--- config.mk ---
export PLATFORM = sky130hd
export DESIGN_NAME = thumb_alu_execute_core
export DESIGN_NICKNAME = d
export VERILOG_FILES = /design/src/tae_pkg.sv /design/src/thumb_alu_execute_core.sv /design/src/tae_decode.sv
export VERILOG_INCLUDE_DIRS = /design/src /design/src/src
export SDC_FILE = /design/constraint.sdc
export NUM_CORES = 2
export LEC_CHECK = 0
export ABC_CLOCK_PERIOD_IN_PS = 27000
export BUFFER_PORTS_ARGS = -buffer_cell sky130_fd_sc_hd__buf_2
export CORE_MARGIN = 8
export CORE_UTILIZATION = 39
export CTS_BUF_LIST = sky130_fd_sc_hd__clkbuf_16
export CTS_CLUSTER_DIAMETER = 80
export DETAILED_ROUTE_END_ITERATION = 16
export PLACE_DENSITY = 0.59
export RECOVER_POWER = 25
export SLEW_MARGIN = 20
export SYNTH_ARGS = -nofsm -noshare
export SYNTH_HDL_FRONTEND = slang
export SYNTH_HIERARCHICAL = 1
export SYNTH_SLANG_ARGS = --single-unit
--- constraint.sdc ---
create_clock -name clock -period 27 [get_ports clock]
set_input_delay 5.4 -clock clock [delete_from_list [all_inputs] [get_ports clock]]
set_output_delay 5.4 -clock clock [all_outputs]
set_load 0.01 [all_outputs]
--- src/thumb_alu_execute_core_assert.svh ---
// assertion macros for the thumb execute core
// no dependencies beyond the including module's clock and reset names
`ifndef THUMB_ALU_EXECUTE_CORE_ASSERT_SVH
`define THUMB_ALU_EXECUTE_CORE_ASSERT_SVH

`define TAE_ASSERT_IMP(label, ante, cons) \
   label: assert property (@(posedge clock) disable iff (reset) (ante) |-> (cons)) \
      else $error("assertion failed");

`define TAE_ASSERT_NEXT(label, ante, cons) \
   label: assert property (@(posedge clock) disable iff (reset) (ante) |=> (cons)) \
      else $error("assertion failed");

`endif

--- src/tae_pkg.sv ---
// types and constants for the thumb execute core
// no dependencies
package tae_pkg;

   typedef struct packed {
      logic [15:0] instruction;
      logic [31:0] rs_value;
      logic [31:0] rd_value;
      logic [31:0] rn_value;
      logic [31:0] pc_value;
      logic [31:0] sp_value;
      logic        carry_in;
      logic        overflow_in;
      logic        negative_in;
      logic        zero_in;
   } req_type;

   typedef struct packed {
      logic [31:0] result_value;
      logic [3:0]  dest_reg;
      logic        write_en;
      logic        negative_out;
      logic        zero_out;
      logic        carry_out;
      logic        overflow_out;
      logic        enter_arm_state;
      logic [31:0] next_pc;
      logic        not_handled;
   } rsp_type;

   typedef enum logic [2:0] {
      FMT_ADDSUB, FMT_SHIFT, FMT_IMM8, FMT_ALU, FMT_HIREG, FMT_ADDR, FMT_NONE
   } fmt_type;

   // per-item operation after decode
   typedef enum logic [2:0] {
      K_ADD, K_LOGIC, K_SHIFT, K_MUL, K_MOVB, K_BX, K_ADDR, K_NONE
   } kind_type;

   typedef enum logic [1:0] {
      LOG_AND, LOG_EOR, LOG_ORR, LOG_BIC
   } logic_op_type;

   typedef enum logic [1:0] {
      SH_LSL, SH_LSR, SH_ASR, SH_ROR
   } shift_op_type;

   localparam logic [3:0] ALU_AND = 4'h0, ALU_EOR = 4'h1, ALU_LSL = 4'h2, ALU_LSR = 4'h3,
      ALU_ASR = 4'h4, ALU_ADC = 4'h5, ALU_SBC = 4'h6, ALU_ROR = 4'h7, ALU_TST = 4'h8,
      ALU_NEG = 4'h9, ALU_CMP = 4'hA, ALU_CMN = 4'hB, ALU_ORR = 4'hC, ALU_MUL = 4'hD,
      ALU_BIC = 4'hE, ALU_MVN = 4'hF;

   localparam logic [3:0] PC_REG = 4'd15;

   // decoded item carried from stage 1
   typedef struct packed {
      kind_type     kind;
      logic [31:0]  a;
      logic [31:0]  b;
      logic         cin;
      logic         set_nz;
      logic         set_cv;
      logic_op_type lop;
      shift_op_type sop;
      logic [7:0]   amt;
      logic [3:0]   dst;
      logic         we;
      logic [31:0]  pc2;
      logic         n0, z0, c0, v0;
   } dec_type;

   // executed item carried from stage 2
   typedef struct packed {
      kind_type    kind;
      logic [31:0] res;
      logic        set_nz;
      logic        c, v;
      logic [3:0]  dst;
      logic        we;
      logic [31:0] pc2;
      logic        n0, z0;
      logic [31:0] ma, mb;
   } exe_type;

endpackage

--- src/thumb_alu_execute_core.sv ---
// each req beat passes through the decode, execute, multiply and flag stages to its rsp beat
// throughput: one instruction per cycle; a stall on rsp holds every stage
// the 32x32 multiply is split over multiply and flag stages as 16-bit partial products
// reset clears the stage valid bits only; payload registers are not reset
// depends on tae_pkg, tae_decode and the assertion macro header
`include "thumb_alu_execute_core_assert.svh"
module thumb_alu_execute_core
   import tae_pkg::*;
(
   input  logic    clock,
   input  logic    reset,
   input  logic    req_valid,
   output logic    req_ready,
   input  req_type req_data,
   output logic    rsp_valid,
   input  logic    rsp_ready,
   output rsp_type rsp_data
);

   logic    v1_ff, v2_ff, v3_ff, v4_ff;
   logic    adv;
   dec_type dec_in, d_ff;
   exe_type e_in, e_ff;
   exe_type m_in, m_ff;
   rsp_type r_in, r_ff;

   logic [32:0] sum;
   logic [31:0] sh_res;
   logic        sh_c;
   logic [31:0] p_ll, p_lh, p_hl;
   logic [31:0] res;
   logic [4:0]  rn;

   // whole pipe moves together
   assign adv       = !v4_ff || rsp_ready;
   assign req_ready = adv;
   assign rsp_valid = v4_ff;
   assign rsp_data  = r_ff;

   tae_decode u_dec (.req(req_data), .dec(dec_in));

   always_comb begin
      sum    = {1'b0, d_ff.a} + {1'b0, d_ff.b} + {32'd0, d_ff.cin};
      sh_res = d_ff.a;
      sh_c   = d_ff.c0;
      rn     = d_ff.amt[4:0];
      if (d_ff.amt != 8'd0) begin
         case (d_ff.sop)
            SH_LSL: begin
               if (d_ff.amt < 8'd32) begin
                  sh_res = d_ff.a << d_ff.amt[4:0];
                  sh_c = d_ff.a[5'd0 - d_ff.amt[4:0]];
               end else begin
                  sh_res = '0; sh_c = (d_ff.amt == 8'd32) ? d_ff.a[0] : 1'b0;
               end
            end
            SH_LSR: begin
               if (d_ff.amt < 8'd32) begin
                  sh_res = d_ff.a >> d_ff.amt[4:0];
                  sh_c = d_ff.a[d_ff.amt[4:0] - 5'd1];
               end else begin
                  sh_res = '0; sh_c = (d_ff.amt == 8'd32) ? d_ff.a[31] : 1'b0;
               end
            end
            SH_ASR: begin
               if (d_ff.amt < 8'd32) begin
                  sh_res = 32'($signed(d_ff.a) >>> d_ff.amt[4:0]);
                  sh_c = d_ff.a[d_ff.amt[4:0] - 5'd1];
               end else begin
                  sh_res = {32{d_ff.a[31]}}; sh_c = d_ff.a[31];
               end
            end
            default: begin
               if (rn == 5'd0) sh_c = d_ff.a[31];
               else begin
                  sh_res = (d_ff.a >> rn) | (d_ff.a << (6'd32 - {1'b0, rn}));
                  sh_c = d_ff.a[rn - 5'd1];
               end
            end
         endcase
      end
      e_in        = '0;
      e_in.kind   = d_ff.kind;
      e_in.set_nz = d_ff.set_nz;
      e_in.dst    = d_ff.dst;
      e_in.we     = d_ff.we;
      e_in.pc2    = d_ff.pc2;
      e_in.n0     = d_ff.n0;
      e_in.z0     = d_ff.z0;
      e_in.c      = d_ff.c0;
      e_in.v      = d_ff.v0;
      e_in.ma     = d_ff.a;
      e_in.mb     = d_ff.b;
      case (d_ff.kind) inside
         K_ADD, K_ADDR: begin
            e_in.res = sum[31:0];
            if (d_ff.set_cv) begin
               e_in.c = sum[32];
               e_in.v = (d_ff.a[31] ^ sum[31]) & (d_ff.b[31] ^ sum[31]);
            end
         end
         K_LOGIC: begin
            case (d_ff.lop)
               LOG_AND: e_in.res = d_ff.a & d_ff.b;
               LOG_EOR: e_in.res = d_ff.a ^ d_ff.b;
               LOG_ORR: e_in.res = d_ff.a | d_ff.b;
               default: e_in.res = d_ff.a & ~d_ff.b;
            endcase
         end
         K_SHIFT: begin e_in.res = sh_res; e_in.c = sh_c; end
         K_MOVB, K_BX: e_in.res = d_ff.b;
         default: e_in.res = '0;
      endcase
   end

   // multiply: three 16x16 partial products, low 32 bits only
   always_comb begin
      p_ll = e_ff.ma[15:0] * e_ff.mb[15:0];
      p_lh = e_ff.ma[15:0] * e_ff.mb[31:16];
      p_hl = e_ff.ma[31:16] * e_ff.mb[15:0];
      m_in = e_ff;
      if (e_ff.kind == K_MUL) begin
         m_in.ma = p_ll;
         m_in.mb = {p_lh[15:0] + p_hl[15:0], 16'd0};
      end
   end

   always_comb begin
      res = (m_ff.kind == K_MUL) ? m_ff.ma + m_ff.mb : m_ff.res;
      r_in = '0;
      r_in.dest_reg     = m_ff.dst;
      r_in.write_en     = m_ff.we;
      r_in.negative_out = m_ff.set_nz ? res[31] : m_ff.n0;
      r_in.zero_out     = m_ff.set_nz ? (res == 32'd0) : m_ff.z0;
      r_in.carry_out    = m_ff.c;
      r_in.overflow_out = m_ff.v;
      r_in.next_pc      = m_ff.pc2;
      case (m_ff.kind)
         K_NONE: begin
            r_in.not_handled = 1'b1; r_in.dest_reg = '0; r_in.write_en = 1'b0;
         end
         K_BX: begin
            r_in.result_value    = {res[31:1], 1'b0};
            r_in.next_pc         = {res[31:1], 1'b0};
            r_in.enter_arm_state = !res[0];
         end
         default: begin
            r_in.result_value = res;
            if (m_ff.we && m_ff.dst == PC_REG) r_in.next_pc = {res[31:1], 1'b0};
         end
      endcase
   end

   always_ff @(posedge clock) begin
      if (reset) begin
         v1_ff <= 1'b0; v2_ff <= 1'b0; v3_ff <= 1'b0; v4_ff <= 1'b0;
      end else if (adv) begin
         v1_ff <= req_valid; v2_ff <= v1_ff; v3_ff <= v2_ff; v4_ff <= v3_ff;
      end
   end

   always_ff @(posedge clock) begin
      if (adv) begin
         d_ff <= dec_in; e_ff <= e_in; m_ff <= m_in; r_ff <= r_in;
      end
   end

   `TAE_ASSERT_NEXT(a_stall_hold, rsp_valid && !rsp_ready, rsp_valid && $stable(rsp_data))
   `TAE_ASSERT_NEXT(a_req_flow, req_valid && req_ready, v1_ff)
   `TAE_ASSERT_IMP(a_ready_free, !v4_ff, req_ready)
   `TAE_ASSERT_IMP(a_bx_nowrite, rsp_valid && rsp_data.enter_arm_state, !rsp_data.write_en)

endmodule

--- src/tae_decode.sv ---
// instruction decode and operand selection for the thumb execute core
// depends on tae_pkg
module tae_decode
   import tae_pkg::*;
(
   input  req_type req,
   output dec_type dec
);

   logic [15:0] ins;
   logic [31:0] pc4;
   logic [3:0]  dn, sn;
   logic [31:0] ha, hb, op2, nn;

   always_comb begin
      ins = req.instruction;
      pc4 = req.pc_value + 32'd4;
      dn  = {ins[7], ins[2:0]};
      sn  = {ins[6], ins[5:3]};
      ha  = (dn == PC_REG) ? pc4 : req.rd_value;
      hb  = (sn == PC_REG) ? pc4 : req.rs_value;
      op2 = ins[10] ? {29'd0, ins[8:6]} : req.rn_value;
      nn  = {24'd0, ins[7:0]};
      dec        = '0;
      dec.kind   = K_NONE;
      dec.pc2    = req.pc_value + 32'd2;
      dec.n0     = req.negative_in;
      dec.z0     = req.zero_in;
      dec.c0     = req.carry_in;
      dec.v0     = req.overflow_in;
      dec.dst    = {1'b0, ins[2:0]};
      if (ins[15:11] == 5'b00011) begin
         dec.kind = K_ADD; dec.we = 1'b1; dec.set_nz = 1'b1; dec.set_cv = 1'b1;
         dec.a = req.rs_value;
         dec.b = ins[9] ? ~op2 : op2;
         dec.cin = ins[9];
      end else if (ins[15:13] == 3'b000) begin
         dec.kind = K_SHIFT; dec.we = 1'b1; dec.set_nz = 1'b1;
         dec.a = req.rs_value;
         dec.sop = shift_op_type'(ins[12:11]);
         if (ins[10:6] == 5'd0 && ins[12:11] == 2'd0) dec.amt = 8'd0;
         else if (ins[10:6] == 5'd0) dec.amt = 8'd32;
         else dec.amt = {3'd0, ins[10:6]};
      end else if (ins[15:13] == 3'b001) begin
         dec.dst = {1'b0, ins[10:8]};
         dec.a = req.rd_value; dec.set_nz = 1'b1;
         case (ins[12:11])
            2'd0: begin dec.kind = K_MOVB; dec.b = nn; dec.we = 1'b1; end
            2'd1: begin dec.kind = K_ADD; dec.b = ~nn; dec.cin = 1'b1; dec.set_cv = 1'b1; end
            2'd2: begin dec.kind = K_ADD; dec.b = nn; dec.set_cv = 1'b1; dec.we = 1'b1; end
            default: begin
               dec.kind = K_ADD; dec.b = ~nn; dec.cin = 1'b1; dec.set_cv = 1'b1;
               dec.we = 1'b1;
            end
         endcase
      end else if (ins[15:10] == 6'b010000) begin
         dec.a = req.rd_value; dec.b = req.rs_value; dec.we = 1'b1; dec.set_nz = 1'b1;
         dec.amt = req.rs_value[7:0];
         unique case (ins[9:6]) inside
            ALU_AND, ALU_TST: begin dec.kind = K_LOGIC; dec.lop = LOG_AND; end
            ALU_EOR: begin dec.kind = K_LOGIC; dec.lop = LOG_EOR; end
            ALU_ORR: begin dec.kind = K_LOGIC; dec.lop = LOG_ORR; end
            ALU_BIC: begin dec.kind = K_LOGIC; dec.lop = LOG_BIC; end
            ALU_LSL: begin dec.kind = K_SHIFT; dec.sop = SH_LSL; end
            ALU_LSR: begin dec.kind = K_SHIFT; dec.sop = SH_LSR; end
            ALU_ASR: begin dec.kind = K_SHIFT; dec.sop = SH_ASR; end
            ALU_ROR: begin dec.kind = K_SHIFT; dec.sop = SH_ROR; end
            ALU_ADC, ALU_CMN: begin
               dec.kind = K_ADD; dec.set_cv = 1'b1;
               dec.cin = (ins[9:6] == ALU_ADC) ? req.carry_in : 1'b0;
            end
            ALU_SBC, ALU_CMP: begin
               dec.kind = K_ADD; dec.set_cv = 1'b1; dec.b = ~req.rs_value;
               dec.cin = (ins[9:6] == ALU_SBC) ? req.carry_in : 1'b1;
            end
            ALU_NEG: begin
               dec.kind = K_ADD; dec.set_cv = 1'b1; dec.a = '0;
               dec.b = ~req.rs_value; dec.cin = 1'b1;
            end
            ALU_MUL: dec.kind = K_MUL;
            ALU_MVN: begin dec.kind = K_MOVB; dec.b = ~req.rs_value; end
            default: dec.kind = K_NONE;
         endcase
         if (ins[9:6] == ALU_TST || ins[9:6] == ALU_CMP || ins[9:6] == ALU_CMN) dec.we = 1'b0;
      end else if (ins[15:10] == 6'b010001) begin
         dec.dst = dn; dec.a = ha;
         case (ins[9:8])
            2'd0: begin dec.kind = K_ADD; dec.b = hb; dec.we = 1'b1; end
            2'd1: begin
               dec.kind = K_ADD; dec.b = ~hb; dec.cin = 1'b1;
               dec.set_nz = 1'b1; dec.set_cv = 1'b1;
            end
            2'd2: begin dec.kind = K_MOVB; dec.b = hb; dec.we = 1'b1; end
            default: begin dec.kind = K_BX; dec.b = hb; dec.dst = PC_REG; end
         endcase
      end else if (ins[15:12] == 4'b1010) begin
         dec.kind = K_ADDR; dec.dst = {1'b0, ins[10:8]}; dec.we = 1'b1;
         dec.a = ins[11] ? req.sp_value : {pc4[31:2], 2'b00};
         dec.b = {22'd0, ins[7:0], 2'b00};
      end
   end

endmodule

==> results.sh <==
export IMPL_dr_total_vias=42400
export IMPL_first_pass_iters=10
export IMPL_slew_headroom=-0.848
export IMPL_crit_fanout=33
export IMPL_final_cell_mix="nand2_1 (666), inv_1 (525), edfxtp_1 (480)"
export IMPL_grt_max_degree=76
export IMPL_slew_violations=270
export IMPL_num_fill_cells=12600
export IMPL_crit_path_cell_trace="buf_2 > nand2b_4 > buf_2"
export IMPL_path_class="input port to primary output"
export IMPL_synth_avg_cell_area_um2=9.36
export IMPL_clk_pin_slew_ns=0.06
export IMPL_synth_cells=5378
export IMPL_p_clk_frac=0.264
export IMPL_area_growth_syn_to_layout_pct=8.71
export IMPL_wire_per_inst_um=26.8
export IMPL_antenna_found_initial=19
export IMPL_ys_top_cells_by_area="edfxtp_1 (29%), fa_1 (15%), ha_1 (7.4%)"
export IMPL_powerDensity_nw_per_um2=47.3
export IMPL_insertion_delay_ns=0.65
export IMPL_worst_slack_ns=15.37
export IMPL_drive_above_1_share=0.104
export IMPL_period_minus_slack_ns=11.63
export IMPL_final_common_cell="nand2_1"
export IMPL_p_int_mw=1.61
export IMPL_synth_seq_cells=484
export IMPL_critPathCaptureType="primary output"
export IMPL_pre_cts_slack_ns=15.39
export IMPL_yosys_cell_types_count=117
export IMPL_numCtsBuffers=51
export IMPL_switching_share=0.378
export IMPL_nets=6312
export IMPL_p_comb_frac=0.360
export IMPL_worstPathRequired_ns=21.60
export IMPL_die_area_um2=141000
export IMPL_violations="capacitance limit, slew limit"
export IMPL_post_cts_buffers=0
export IMPL_dp_hpwl_mm=143
export IMPL_clockBufferDepth=3
export IMPL_htree_levels=2
export IMPL_finalCritPeriodShare=0.431
export IMPL_synth_top_area_frac=0.286
export IMPL_viasPerCell=5.92
export IMPL_max_freq_ghz=0.0860
export IMPL_max_stage_delay_ns=0.44
export IMPL_gp_congestion=0.997
export IMPL_leakagePower_nw=23.2
export IMPL_die_x_um=375
export IMPL_yosys_warnings=6
export IMPL_rsz0062_at_grt="false"
export IMPL_fin_util=0.428
export IMPL_coreArea_um2=128000
export IMPL_ant_nets=0
export IMPL_grt_pass1_wl_mm=281
export IMPL_fin_area_um2=54700
export IMPL_cts_root_buf="clkbuf_16"
export IMPL_drt_iter0_drc=4888
export IMPL_start_util=0.394
export IMPL_port_buffers=260
export IMPL_startpoint_type="input port"
export IMPL_status="finished, violations left"
export IMPL_cts_tree="done"
export IMPL_synth_edf_count=480
export IMPL_ctsHoldBuffers=0
export IMPL_async_flop_share=0
export IMPL_yosys_area_top_type="edfxtp_1"
export IMPL_wirelength_mm=192
export IMPL_grt_pass1_vias=41600
export IMPL_die_height_um=375
export IMPL_drc=0
export IMPL_post_dp_cell_area_um2=53200
export IMPL_cts_sinks=484
export IMPL_dp_cells=7059
export IMPL_cap_violations=9
export IMPL_grt_remaining_overflow=0
export IMPL_critPathSlowestCell="nand2b_4"
export IMPL_cp_data_arrival_time_ns=6.23
export IMPL_p_switching_mw=0.977
export IMPL_cts_resized=0
export IMPL_worst_path_most_repeated_cell="buf_2"
export IMPL_min_path_type="flop to flop"
export IMPL_synth_flop_cell="edfxtp_1"
export IMPL_std_cell_rows=131
export IMPL_ys_seq_area_frac=0.288
export IMPL_setup_viol=0
export IMPL_synth_nets=6239
export IMPL_finalHoldViolCount=0
export IMPL_grt_use_total=0.263
export IMPL_fin_tns_setup_ns=0
export IMPL_worstMarginPinSlew_ns=2.77
export IMPL_fin_cells=7159
export IMPL_ir_worst_vdd_uv=51.3
export IMPL_finClkSkew_ns=0.0854
export IMPL_io_pins=261
export IMPL_seq_power_share=0.375
export IMPL_synthesis_area_um2=50300
final cells by class:
type	instances	area [µm²]	area share
diodes	5	12.5	0.000229
clock buffers	51	1280	0.0233
clock inverters	43	368	0.00673
inverters	525	1970	0.0360
multi-input cells	4002	32400	0.592
flip-flops and latches	484	14500	0.265
well taps	1662	2080	0.0380
repair buffers	387	2130	0.0390
sequential cells by signal (all words and copies together), names as in the netlist:
| signal | flops |
|---|---|
| e_ff | 141 |
| v1_ff | 1 |
| rsp_valid | 1 |
| v2_ff | 1 |
| v3_ff | 1 |
| m_ff | 141 |
| d_ff | 123 |
| rsp_data | 75 |
power groups by stage:
| stage | registers [mW] | clock network, mW | logic [mW] |
|---|---|---|---|
| floorplan | 0.966 | 0 | 0.594 |
| global placement | 0.985 | 0 | 0.917 |
| detailed placement | 0.986 | 0 | 0.923 |
| CTS | 0.971 | 0.697 | 0.930 |
| global route | 0.977 | 0.725 | 1.01 |
| finish | 0.971 | 0.683 | 0.932 |
critical path, delay by kind of cell:
family	cells	cell delay, ns
AND/OR/NAND/NOR	1	0.44
buffers and inverters	2	0.32
stage by stage:
step | power (mW) | hold slack (ns)
floorplan | 1.56 | 0.400
global placement | 1.90 | 0.401
detailed placement | 1.91 | 0.405
CTS | 2.60 | 0.347
global route | 2.71 | 0.355
finish | 2.59 | 0.367
final timing paths:
kind              slack (ns)        end  depth (start not counted)       from
setup reg to reg       19.09   m_ff[63]                         25    e_ff[7]
hold reg to reg         0.37  m_ff[105]                          0  e_ff[105]
setup / recovery       15.37  req_ready                          3  rsp_ready
hold / removal          0.37  m_ff[105]                          0  e_ff[105]
layer usage:
metal  vias to the layer above  GRT usage  share of wire
li1                      18800          -              -
met3                       408     0.0377          0.081
met5                         -          0              0
met2                      2012      0.421           0.46
met4                         0      0.108          0.049
met1                     21200      0.357           0.41
cells in the mapped netlist (39+ instances only):
cell	n
fa_1	381
ha_1	296
edfxtp_1	480
o21ai_0	256
a221oi_1	46
o211ai_1	44
a31oi_1	39
nand2b_1	56
nor3_1	65
and2_1	326
inv_1	522
mux2i_1	112
nand3_1	55
a21oi_1	290
xnor2_1	209
a211oi_1	67
clkbuf_1	276
nor2_1	293
xor2_1	94
nand2_1	667
kinds of logic after synthesis:
group,count (synthesis),share of synthesized area
fa+ha+maj,678,0.225
flops,484,0.288
compound gates,1159,0.153
simple gates,1670,0.161
xor+xnor,309,0.0552
buf+inv,892,0.0702
mux,186,0.0473
No activity file was read; power rests on OpenSTA's default activity.
